## config.mk

```make
export PLATFORM = sky130hd
export DESIGN_NAME = life_generation_row_stepper_top_flat
export DESIGN_NICKNAME = d
export VERILOG_FILES = /design/src/rtl/lgrs_pkg.sv /design/src/rtl/lgrs_ifs.sv /design/src/rtl/lgrs_cell.sv /design/src/rtl/lgrs_out_fifo.sv /design/src/rtl/life_generation_row_stepper_top.sv /design/src/flat_wrapper.sv
export SDC_FILE = /design/constraint.sdc
export NUM_CORES = 2
export LEC_CHECK = 0
export ABC_AREA = 0
export ABC_CLOCK_PERIOD_IN_PS = 18500
export BUFFER_PORTS_ARGS = -buffer_cell sky130_fd_sc_hd__clkbuf_2
export CORE_MARGIN = 2
export CORE_UTILIZATION = 45
export DETAILED_ROUTE_END_ITERATION = 16
export HOLD_SLACK_MARGIN = 0.08
export SYNTH_ARGS = -nofsm -noshare
export SYNTH_HDL_FRONTEND = slang
export SYNTH_HIERARCHICAL = 1
export SYNTH_SLANG_ARGS = --single-unit
```

## constraint.sdc

```tcl
create_clock -name clk -period 18.5 [get_ports clk]
set_clock_uncertainty 0.15 [all_clocks]
set_input_delay 0 -clock clk [delete_from_list [all_inputs] [get_ports clk]]
set_output_delay 0 -clock clk [all_outputs]
set_load 0.02 [all_outputs]
```

## src/rtl/lgrs_pkg.sv

```systemverilog
// Shared constants and types for the Life generation row stepper.
`timescale 1ns / 1ps
`default_nettype none
package lgrs_pkg;

    localparam int ROW_WIDTH_DEF = 64;
    localparam int MAX_ROWS_DEF  = 1024;

    localparam int COLS_W   = 7;
    localparam int ROWNUM_W = 10;

    localparam logic [COLS_W-1:0] GRID_COLUMNS_RST = 7'd48;

    // Per-cycle control that every cell of the row sees.
    typedef struct packed {
        logic shift;
        logic clear;
    } cell_ctrl_t;

endpackage
`default_nettype wire

```

## src/rtl/lgrs_ifs.sv

```systemverilog
// Channel interfaces: incoming grid rows and outgoing next-generation rows.
`timescale 1ns / 1ps
`default_nettype none
interface lgrs_row_if #(
    parameter int ROW_WIDTH = lgrs_pkg::ROW_WIDTH_DEF
);
    logic                 valid;
    logic                 ready;
    logic [ROW_WIDTH-1:0] row_cells;
    logic                 last_row;

    modport source (output valid, output row_cells, output last_row, input ready);
    modport sink   (input valid, input row_cells, input last_row, output ready);
endinterface

interface lgrs_res_if #(
    parameter int ROW_WIDTH = lgrs_pkg::ROW_WIDTH_DEF
);
    logic                          valid;
    logic                          ready;
    logic [ROW_WIDTH-1:0]          next_row_cells;
    logic [lgrs_pkg::ROWNUM_W-1:0] row_number;
    logic                          frame_done;

    modport source (output valid, output next_row_cells, output row_number,
                    output frame_done, input ready);
    modport sink   (input valid, input next_row_cells, input row_number,
                    input frame_done, output ready);
endinterface
`default_nettype wire

```

## src/rtl/lgrs_cell.sv

```systemverilog
// One grid column: holds the two previous rows' bits and computes both next states.
`timescale 1ns / 1ps
`default_nettype none
module lgrs_cell (
    input  wire                   clk,
    input  wire                   rst_n,
    input  wire lgrs_pkg::cell_ctrl_t ctrl,
    input  wire                   live,
    input  wire                   row_bit,
    input  wire                   up_l,
    input  wire                   up_r,
    input  wire                   mid_l,
    input  wire                   mid_r,
    input  wire                   row_l,
    input  wire                   row_r,
    output logic                  up_bit,
    output logic                  mid_bit,
    output logic                  row_bit_m,
    output logic                  res_a,
    output logic                  res_b
);
    import lgrs_pkg::*;

    logic       upper_reg;
    logic       middle_reg;
    logic [3:0] n_a;
    logic [3:0] n_b;

    // Stored bits are masked at use, so a width change applies to them at once.
    assign up_bit    = upper_reg & live;
    assign mid_bit   = middle_reg & live;
    assign row_bit_m = row_bit & live;

    // Result A: middle row, with the upper row above and the arriving row below.
    assign n_a = 4'(up_l) + 4'(up_bit) + 4'(up_r) + 4'(mid_l) + 4'(mid_r)
               + 4'(row_l) + 4'(row_bit_m) + 4'(row_r);
    assign res_a = live & ((n_a == 4'd3) | (mid_bit & (n_a == 4'd2)));

    // Result B: arriving row, with the middle row above and a dead row below.
    assign n_b = 4'(mid_l) + 4'(mid_bit) + 4'(mid_r) + 4'(row_l) + 4'(row_r);
    assign res_b = live & ((n_b == 4'd3) | (row_bit_m & (n_b == 4'd2)));

    always_ff @(posedge clk or negedge rst_n)
    begin
        if (!rst_n)
        begin
            upper_reg  <= 1'b0;
            middle_reg <= 1'b0;
        end
        else if (ctrl.clear)
        begin
            upper_reg  <= 1'b0;
            middle_reg <= 1'b0;
        end
        else if (ctrl.shift)
        begin
            upper_reg  <= mid_bit;
            middle_reg <= row_bit_m;
        end
    end

endmodule
`default_nettype wire

```

## src/rtl/lgrs_out_fifo.sv

```systemverilog
// Small result queue that takes up to two results per cycle and gives one while rd_ready is high.
`timescale 1ns / 1ps
`default_nettype none
module lgrs_out_fifo #(
    parameter int DATA_W = 75
) (
    input  wire               clk,
    input  wire               rst_n,
    input  wire  [1:0]        wr_cnt,
    input  wire  [DATA_W-1:0] wr_data0,
    input  wire  [DATA_W-1:0] wr_data1,
    output logic              space_two,
    output logic              rd_valid,
    input  wire               rd_ready,
    output logic [DATA_W-1:0] rd_data
);
    import lgrs_pkg::*;

    localparam int DEPTH = 4;
    localparam int PTR_W = $clog2(DEPTH);

    logic [DATA_W-1:0] mem [DEPTH];
    logic [PTR_W-1:0]  wr_ptr_reg;
    logic [PTR_W-1:0]  wr_ptr_next;
    logic [PTR_W-1:0]  wr_ptr_p1;
    logic [PTR_W-1:0]  rd_ptr_reg;
    logic [PTR_W-1:0]  rd_ptr_next;
    logic [PTR_W:0]    count_reg;
    logic [PTR_W:0]    count_next;
    logic              pop;

    assign pop       = rd_valid & rd_ready;
    assign rd_valid  = (count_reg != '0);
    assign rd_data   = mem[rd_ptr_reg];
    assign space_two = (count_reg <= (PTR_W+1)'(DEPTH - 2));
    assign wr_ptr_p1 = wr_ptr_reg + PTR_W'(1);

    always_comb
    begin
        wr_ptr_next = wr_ptr_reg + PTR_W'(wr_cnt);
        rd_ptr_next = rd_ptr_reg + PTR_W'(pop);
        count_next  = count_reg + (PTR_W+1)'(wr_cnt) - (PTR_W+1)'(pop);
    end

    always_ff @(posedge clk or negedge rst_n)
    begin
        if (!rst_n)
        begin
            wr_ptr_reg <= '0;
            rd_ptr_reg <= '0;
            count_reg  <= '0;
        end
        else
        begin
            wr_ptr_reg <= wr_ptr_next;
            rd_ptr_reg <= rd_ptr_next;
            count_reg  <= count_next;
        end
    end

    always_ff @(posedge clk)
    begin
        if (wr_cnt != 2'd0)
        begin
            mem[wr_ptr_reg] <= wr_data0;
        end
        if (wr_cnt == 2'd2)
        begin
            mem[wr_ptr_p1] <= wr_data1;
        end
    end

endmodule
`default_nettype wire

```

## src/rtl/life_generation_row_stepper_top.sv

```systemverilog
// Top level of the B3/S23 Life row stepper: cell chain, row counter and result queue.
//
// Grid rows arrive on the rows channel, one row per transaction, bit j holding
// column j; last_row marks the final row of a frame. For each row after the first
// of a frame, the next generation of the row above is produced; a last row also
// produces its own next generation (dead row below) with frame_done set.
// Results leave on the results channel with row_number, the row's index in the
// frame, which saturates at MAX_ROWS-1.
// A result is available on the output the cycle after its row is accepted if the queue held no earlier results.
// Throughput is one row per cycle while the result queue has room, set by the column
// chain that evaluates a whole row at once; a last row of a longer frame puts two
// results in the queue, which drain at one per cycle while results.ready is high.
// rows.ready is low while the four-entry result queue has fewer than two free
// entries, so a stalled receiver back-pressures the sender after a few rows.
// grid_columns is written through cfg_wr_en / cfg_wr_data; the user must write it only while idle (not enforced).
// Reset empties the queue, clears the stored rows and the row counter, and sets
// grid_columns to 48.
`timescale 1ns / 1ps
`default_nettype none
module life_generation_row_stepper_top #(
    parameter int ROW_WIDTH = lgrs_pkg::ROW_WIDTH_DEF,
    parameter int MAX_ROWS  = lgrs_pkg::MAX_ROWS_DEF
) (
    input  wire                         clk,
    input  wire                         rst_n,
    input  wire                         cfg_wr_en,
    input  wire  [lgrs_pkg::COLS_W-1:0] cfg_wr_data,
    lgrs_row_if.sink                    rows,
    lgrs_res_if.source                  results
);
    import lgrs_pkg::*;

    localparam int CNT_W  = $clog2(MAX_ROWS + 1);
    localparam int DATA_W = ROW_WIDTH + ROWNUM_W + 1;

    logic [COLS_W-1:0]    grid_columns_reg;
    logic [CNT_W-1:0]     rows_reg;
    logic [CNT_W-1:0]     rows_next;
    logic                 accept;
    logic                 has_a;
    logic                 has_b;
    cell_ctrl_t           ctrl;
    logic [ROW_WIDTH-1:0] up_v;
    logic [ROW_WIDTH-1:0] mid_v;
    logic [ROW_WIDTH-1:0] row_v;
    logic [ROW_WIDTH-1:0] res_a_v;
    logic [ROW_WIDTH-1:0] res_b_v;
    logic [ROW_WIDTH+1:0] up_pad;
    logic [ROW_WIDTH+1:0] mid_pad;
    logic [ROW_WIDTH+1:0] row_pad;
    logic [CNT_W-1:0]     idx_a;
    logic [CNT_W-1:0]     idx_b;
    logic [DATA_W-1:0]    word_a;
    logic [DATA_W-1:0]    word_b;
    logic [DATA_W-1:0]    wr_data0;
    logic [1:0]           wr_cnt;
    logic                 space_two;
    logic [DATA_W-1:0]    rd_data;

    assign rows.ready = space_two;
    assign accept     = rows.valid & rows.ready;
    assign has_a      = accept & (rows_reg != '0);
    assign has_b      = accept & rows.last_row;

    assign ctrl.shift = accept & ~rows.last_row;
    assign ctrl.clear = accept & rows.last_row;

    // Columns outside the grid read as dead to their neighbors.
    assign up_pad  = {1'b0, up_v, 1'b0};
    assign mid_pad = {1'b0, mid_v, 1'b0};
    assign row_pad = {1'b0, row_v, 1'b0};

    for (genvar j = 0; j < ROW_WIDTH; j++)
    begin : g_col
        lgrs_cell u_cell (
            .clk       (clk),
            .rst_n     (rst_n),
            .ctrl      (ctrl),
            .live      (grid_columns_reg > COLS_W'(j)),
            .row_bit   (rows.row_cells[j]),
            .up_l      (up_pad[j]),
            .up_r      (up_pad[j+2]),
            .mid_l     (mid_pad[j]),
            .mid_r     (mid_pad[j+2]),
            .row_l     (row_pad[j]),
            .row_r     (row_pad[j+2]),
            .up_bit    (up_v[j]),
            .mid_bit   (mid_v[j]),
            .row_bit_m (row_v[j]),
            .res_a     (res_a_v[j]),
            .res_b     (res_b_v[j])
        );
    end

    // The counter never exceeds MAX_ROWS, so only the last row's index needs a clamp.
    assign idx_a = rows_reg - CNT_W'(1);
    assign idx_b = (rows_reg >= CNT_W'(MAX_ROWS)) ? CNT_W'(MAX_ROWS - 1) : rows_reg;

    assign word_a   = {res_a_v, ROWNUM_W'(idx_a), 1'b0};
    assign word_b   = {res_b_v, ROWNUM_W'(idx_b), 1'b1};
    assign wr_data0 = has_a ? word_a : word_b;
    assign wr_cnt   = 2'(has_a) + 2'(has_b);

    always_comb
    begin
        rows_next = rows_reg;
        if (accept)
        begin
            if (rows.last_row)
            begin
                rows_next = '0;
            end
            else if (rows_reg < CNT_W'(MAX_ROWS))
            begin
                rows_next = rows_reg + CNT_W'(1);
            end
        end
    end

    always_ff @(posedge clk or negedge rst_n)
    begin
        if (!rst_n)
        begin
            grid_columns_reg <= GRID_COLUMNS_RST;
            rows_reg         <= '0;
        end
        else
        begin
            if (cfg_wr_en)
            begin
                grid_columns_reg <= cfg_wr_data;
            end
            rows_reg <= rows_next;
        end
    end

    lgrs_out_fifo #(
        .DATA_W (DATA_W)
    ) u_out_fifo (
        .clk       (clk),
        .rst_n     (rst_n),
        .wr_cnt    (wr_cnt),
        .wr_data0  (wr_data0),
        .wr_data1  (word_b),
        .space_two (space_two),
        .rd_valid  (results.valid),
        .rd_ready  (results.ready),
        .rd_data   (rd_data)
    );

    assign results.next_row_cells = rd_data[DATA_W-1 -: ROW_WIDTH];
    assign results.row_number     = rd_data[ROWNUM_W:1];
    assign results.frame_done     = rd_data[0];

endmodule
`default_nettype wire

```

## src/flat_wrapper.sv

```systemverilog
// flat-port wrapper written by rule: the top's interface ports become plain ports
module life_generation_row_stepper_top_flat import lgrs_pkg::*;
#(
    parameter int ROW_WIDTH = lgrs_pkg::ROW_WIDTH_DEF,
    parameter int MAX_ROWS  = lgrs_pkg::MAX_ROWS_DEF
)
  (clk, rst_n, cfg_wr_en, cfg_wr_data, rows_valid, rows_row_cells, rows_last_row, rows_ready, results_valid, results_next_row_cells, results_row_number, results_frame_done, results_ready);
  lgrs_row_if #(.ROW_WIDTH(ROW_WIDTH)) rows_i ();
  lgrs_res_if #(.ROW_WIDTH(ROW_WIDTH)) results_i ();
  input  wire clk;
  input  wire rst_n;
  input  wire cfg_wr_en;
  input  wire  [lgrs_pkg::COLS_W-1:0] cfg_wr_data;
  input wire logic [$bits(rows_i.valid)-1:0] rows_valid;
  input wire logic [$bits(rows_i.row_cells)-1:0] rows_row_cells;
  input wire logic [$bits(rows_i.last_row)-1:0] rows_last_row;
  output wire logic [$bits(rows_i.ready)-1:0] rows_ready;
  output wire logic [$bits(results_i.valid)-1:0] results_valid;
  output wire logic [$bits(results_i.next_row_cells)-1:0] results_next_row_cells;
  output wire logic [$bits(results_i.row_number)-1:0] results_row_number;
  output wire logic [$bits(results_i.frame_done)-1:0] results_frame_done;
  input wire logic [$bits(results_i.ready)-1:0] results_ready;
  assign rows_i.valid = rows_valid;
  assign rows_i.row_cells = rows_row_cells;
  assign rows_i.last_row = rows_last_row;
  assign rows_ready = rows_i.ready;
  assign results_valid = results_i.valid;
  assign results_next_row_cells = results_i.next_row_cells;
  assign results_row_number = results_i.row_number;
  assign results_frame_done = results_i.frame_done;
  assign results_i.ready = results_ready;
  life_generation_row_stepper_top #(.ROW_WIDTH(ROW_WIDTH), .MAX_ROWS(MAX_ROWS)) u_core (.clk(clk), .rst_n(rst_n), .cfg_wr_en(cfg_wr_en), .cfg_wr_data(cfg_wr_data), .rows(rows_i), .results(results_i));
endmodule
```

==> metrics <==
area growth from synthesis to layout=13.3%; die width=just over 300 um; initial DRC count=between 1,000 and 1,500; most used cell, CP=inv_1; Syn Area/Cell=10.8 um2; Hold Fails Final Rpt=0; Yosys reg bits=between 400 and 500; CP Launch Type=flop; Primary FF master, synth=edfxtp_1; CP Cell Sequence=nor2_1, buf_4, inv_1, nor2_2, inv_1, nor2_1, nand2_1, nand2_1, inv_1, inv_1, fa_1, fa_1, fa_1, inv_1, ha_1, fa_1, nand3b_1, a211oi_2, mux2_4, mux2_2; iteration count of the initial detailed-routing pass=5; critical path's top delay family=adder cells; die area=roughly 96,000 um2; Setup crit end kind=flop; CP Data Required Time=18.75 ns; Port Buffer Count=~150; Die Height=approximately 310 um; Cell Area, Placed=44,300 um2; largest net degree at the start of global routing=213; WP data arrival=between 5 and 6 ns; layout cells sized above 1=0.191; Routed Wire Length=around 100 mm; RSZ-0062 raised after global routing=no; number of global-route vias before repair=29,700; yosys warns=6; Vias/cell=roughly 5.1; CTS root buffer=clkbuf_16; Crit Path Max Fanout=16; final antenna-violating net count=0; CTS Buffer Depth=3; slowest stage delay, CP=around 0.70 ns; Power Dens Cells=around 150 nW/um2; Vias=28,000; Post-synth EDFFs=300; Sink Count=between 400 and 500; worst hold slack=approximately 0.14 ns; GP Congestion=about 0.84; Area contributors post-synth=edfxtp_1 21%, fa_1 18%, dfrtp_1 9.0%, inv_1 8.3%, ha_1 7.8%; Largest register FFs=300; I/O Pins=~150; number of cell rows=approximately 110; CTS tree=built; Setup CP Type=flop to flop; hpwl dp=about 74 mm; clock slew at reported path FFs=0.06 ns; Synth cell types=between 60 and 70; P_leak=approximately 0.023 uW; fin crit period=approximately 5.7 ns; async set-or-reset flop fraction in the synthesized netlist=0.338; Syn Inst Count=between 3,000 and 4,000; FMAX=0.175 GHz; CTS Buf Count=56; # nets final=around 4,900; number of gates resized after CTS=0; Synth Cell Area=around 42,000 um2; Worst Hold Class=input pin to flop; Pins Over Slew Limit=0; clk_lat worst skew=about 0.66 ns; Avg WL per Cell=18.6 um; Worst Path Buf+Inv=6; global-route usage over all layers=0.221; core area=93,000 um2; Slew HR=0.279; post-synth top area share=0.214; final setup TNS=0 ns; DRC Markers=0; Slew @ Worst Pin=about 1.1 ns; Layout fillers=between 8,000 and 9,000; antenna violations before repair=11; H-tree depth=2; final setup vio count=0; fin area=between 40,000 and 50,000 um2; post-synthesis sequential area ratio=0.305; Max VDD drop=0.0000878 V; GRT Residual Overflow=0; global-route wire length before repair=166 mm; Crit-path slowest cell=dfstp_2; outcome=completed; Yosys top cell by area=edfxtp_1; period utilization=0.308; Max Cap Violations=0; Starting Density=0.452
## path summary, 6_finish.rpt
check | end | slack [ns] | cells after the start | start
setup / recovery | u_core/u_out_fifo/mem[1][12] | 12.80 | 20 | u_core/grid_columns_reg[5]
hold / removal | u_core/g_col[35].u_cell/middle_reg | 0.14 | 4 | rows_row_cells[35]
setup reg to reg | u_core/u_out_fifo/mem[1][12] | 12.80 | 20 | u_core/grid_columns_reg[5]
hold reg to reg | u_core/g_col[26].u_cell/upper_reg | 0.38 | 2 | u_core/g_col[26].u_cell/upper_reg
max in group asynchronous | u_core/rows_reg[0] | 17.05 | 4 | rst_n
min in group asynchronous | u_core/g_col[47].u_cell/upper_reg | 0.34 | 4 | rst_n
## repair_timing
item	4_1_cts	5_1_grt
setup buffers	0	0
hold buffers	145	0
endpoints found under the hold margin	525	0
## Yosys cell counts (46+ instances only)
library cell	instances
inv_1	936
fa_1	385
edfxtp_1	300
nand2_1	270
ha_1	262
mux2_2	160
dfrtp_1	151
mux2_4	139
a21oi_1	131
nand2b_1	110
nand3_1	94
nor2_1	77
mux4_2	75
nor3_1	72
mux2_1	70
nor2b_1	67
nand3b_1	65
mux2i_1	46
## power by group
part,internal (uW),leakage [uW],total (uW),switching (uW)
combinational,2050,0.0174,4470,2430
clock,689,0.000937,1150,462
sequential,1530,0.00483,1720,193
total,4260,0.0232,7340,3080
## logic make-up after synthesis
group | count (synthesis) | synth area share
buffers and inverters | 1064 | 0.100
xor gates and xnor gates | 17 | 0.00354
other | 2 | 0.000178
DFF | 453 | 0.305
adders and majority gates | 647 | 0.261
and+or+nand+nor | 880 | 0.109
muxes | 490 | 0.162
AOI/OAI and AO/OA | 336 | 0.0588
## tightest hold or removal path: stages
cell	delay, ns
dlygate4sd3_1	0.58
clkbuf_2	0.16
nand3_1	0.09
a21oi_1	0.06
## area by class of cell
cell class                      count  area [um2]  share of cell area
Sequential cell                   453       12800               0.269
Clock buffer                       87        1710              0.0358
Inverter                          981        3690              0.0773
Tap cell                         1254        1570              0.0329
Clock inverter                     19         215             0.00451
Timing Repair Buffer              335        2530              0.0531
Multi-Input combinational cell   2381       25100               0.527
Antenna cell                        2        5.00            0.000105
## metal layers
layer | GRT usage | vias to the layer above | part of all wire
met5 | 0 | - | 0.00088
met4 | 0.0392 | 14 | 0.015
met3 | 0.0335 | 111 | 0.035
met2 | 0.380 | 387 | 0.49
met1 | 0.301 | 14200 | 0.46
li1 | - | 13400 | -
## cell usage in the layout, fill, tap and decap left out, types with 74 or more instances in the layout
cell	netlist	final
nand2b_1	110	110
inv_1	936	936
fa_1	385	385
dfrtp_1	151	149
mux2_4	139	139
mux4_2	75	75
a21oi_1	131	131
ha_1	262	262
edfxtp_1	300	300
dlygate4sd3_1	0	144
clkbuf_2	0	152
nand2_1	270	270
nand3_1	94	94
mux2_2	160	160
nor2_1	77	74
## per-stage QoR
stage,power [uW],setup slack (ns),util,std cells
finish,7340,12.80,0.512,5512
CTS,7420,12.82,0.512,5510
global placement,6070,12.84,0.476,5259
floorplan,5140,8.56,-,3898
global route,8100,12.42,0.512,5511
detailed placement,6160,12.84,0.476,5259
(Power assumes the default switching activity.)
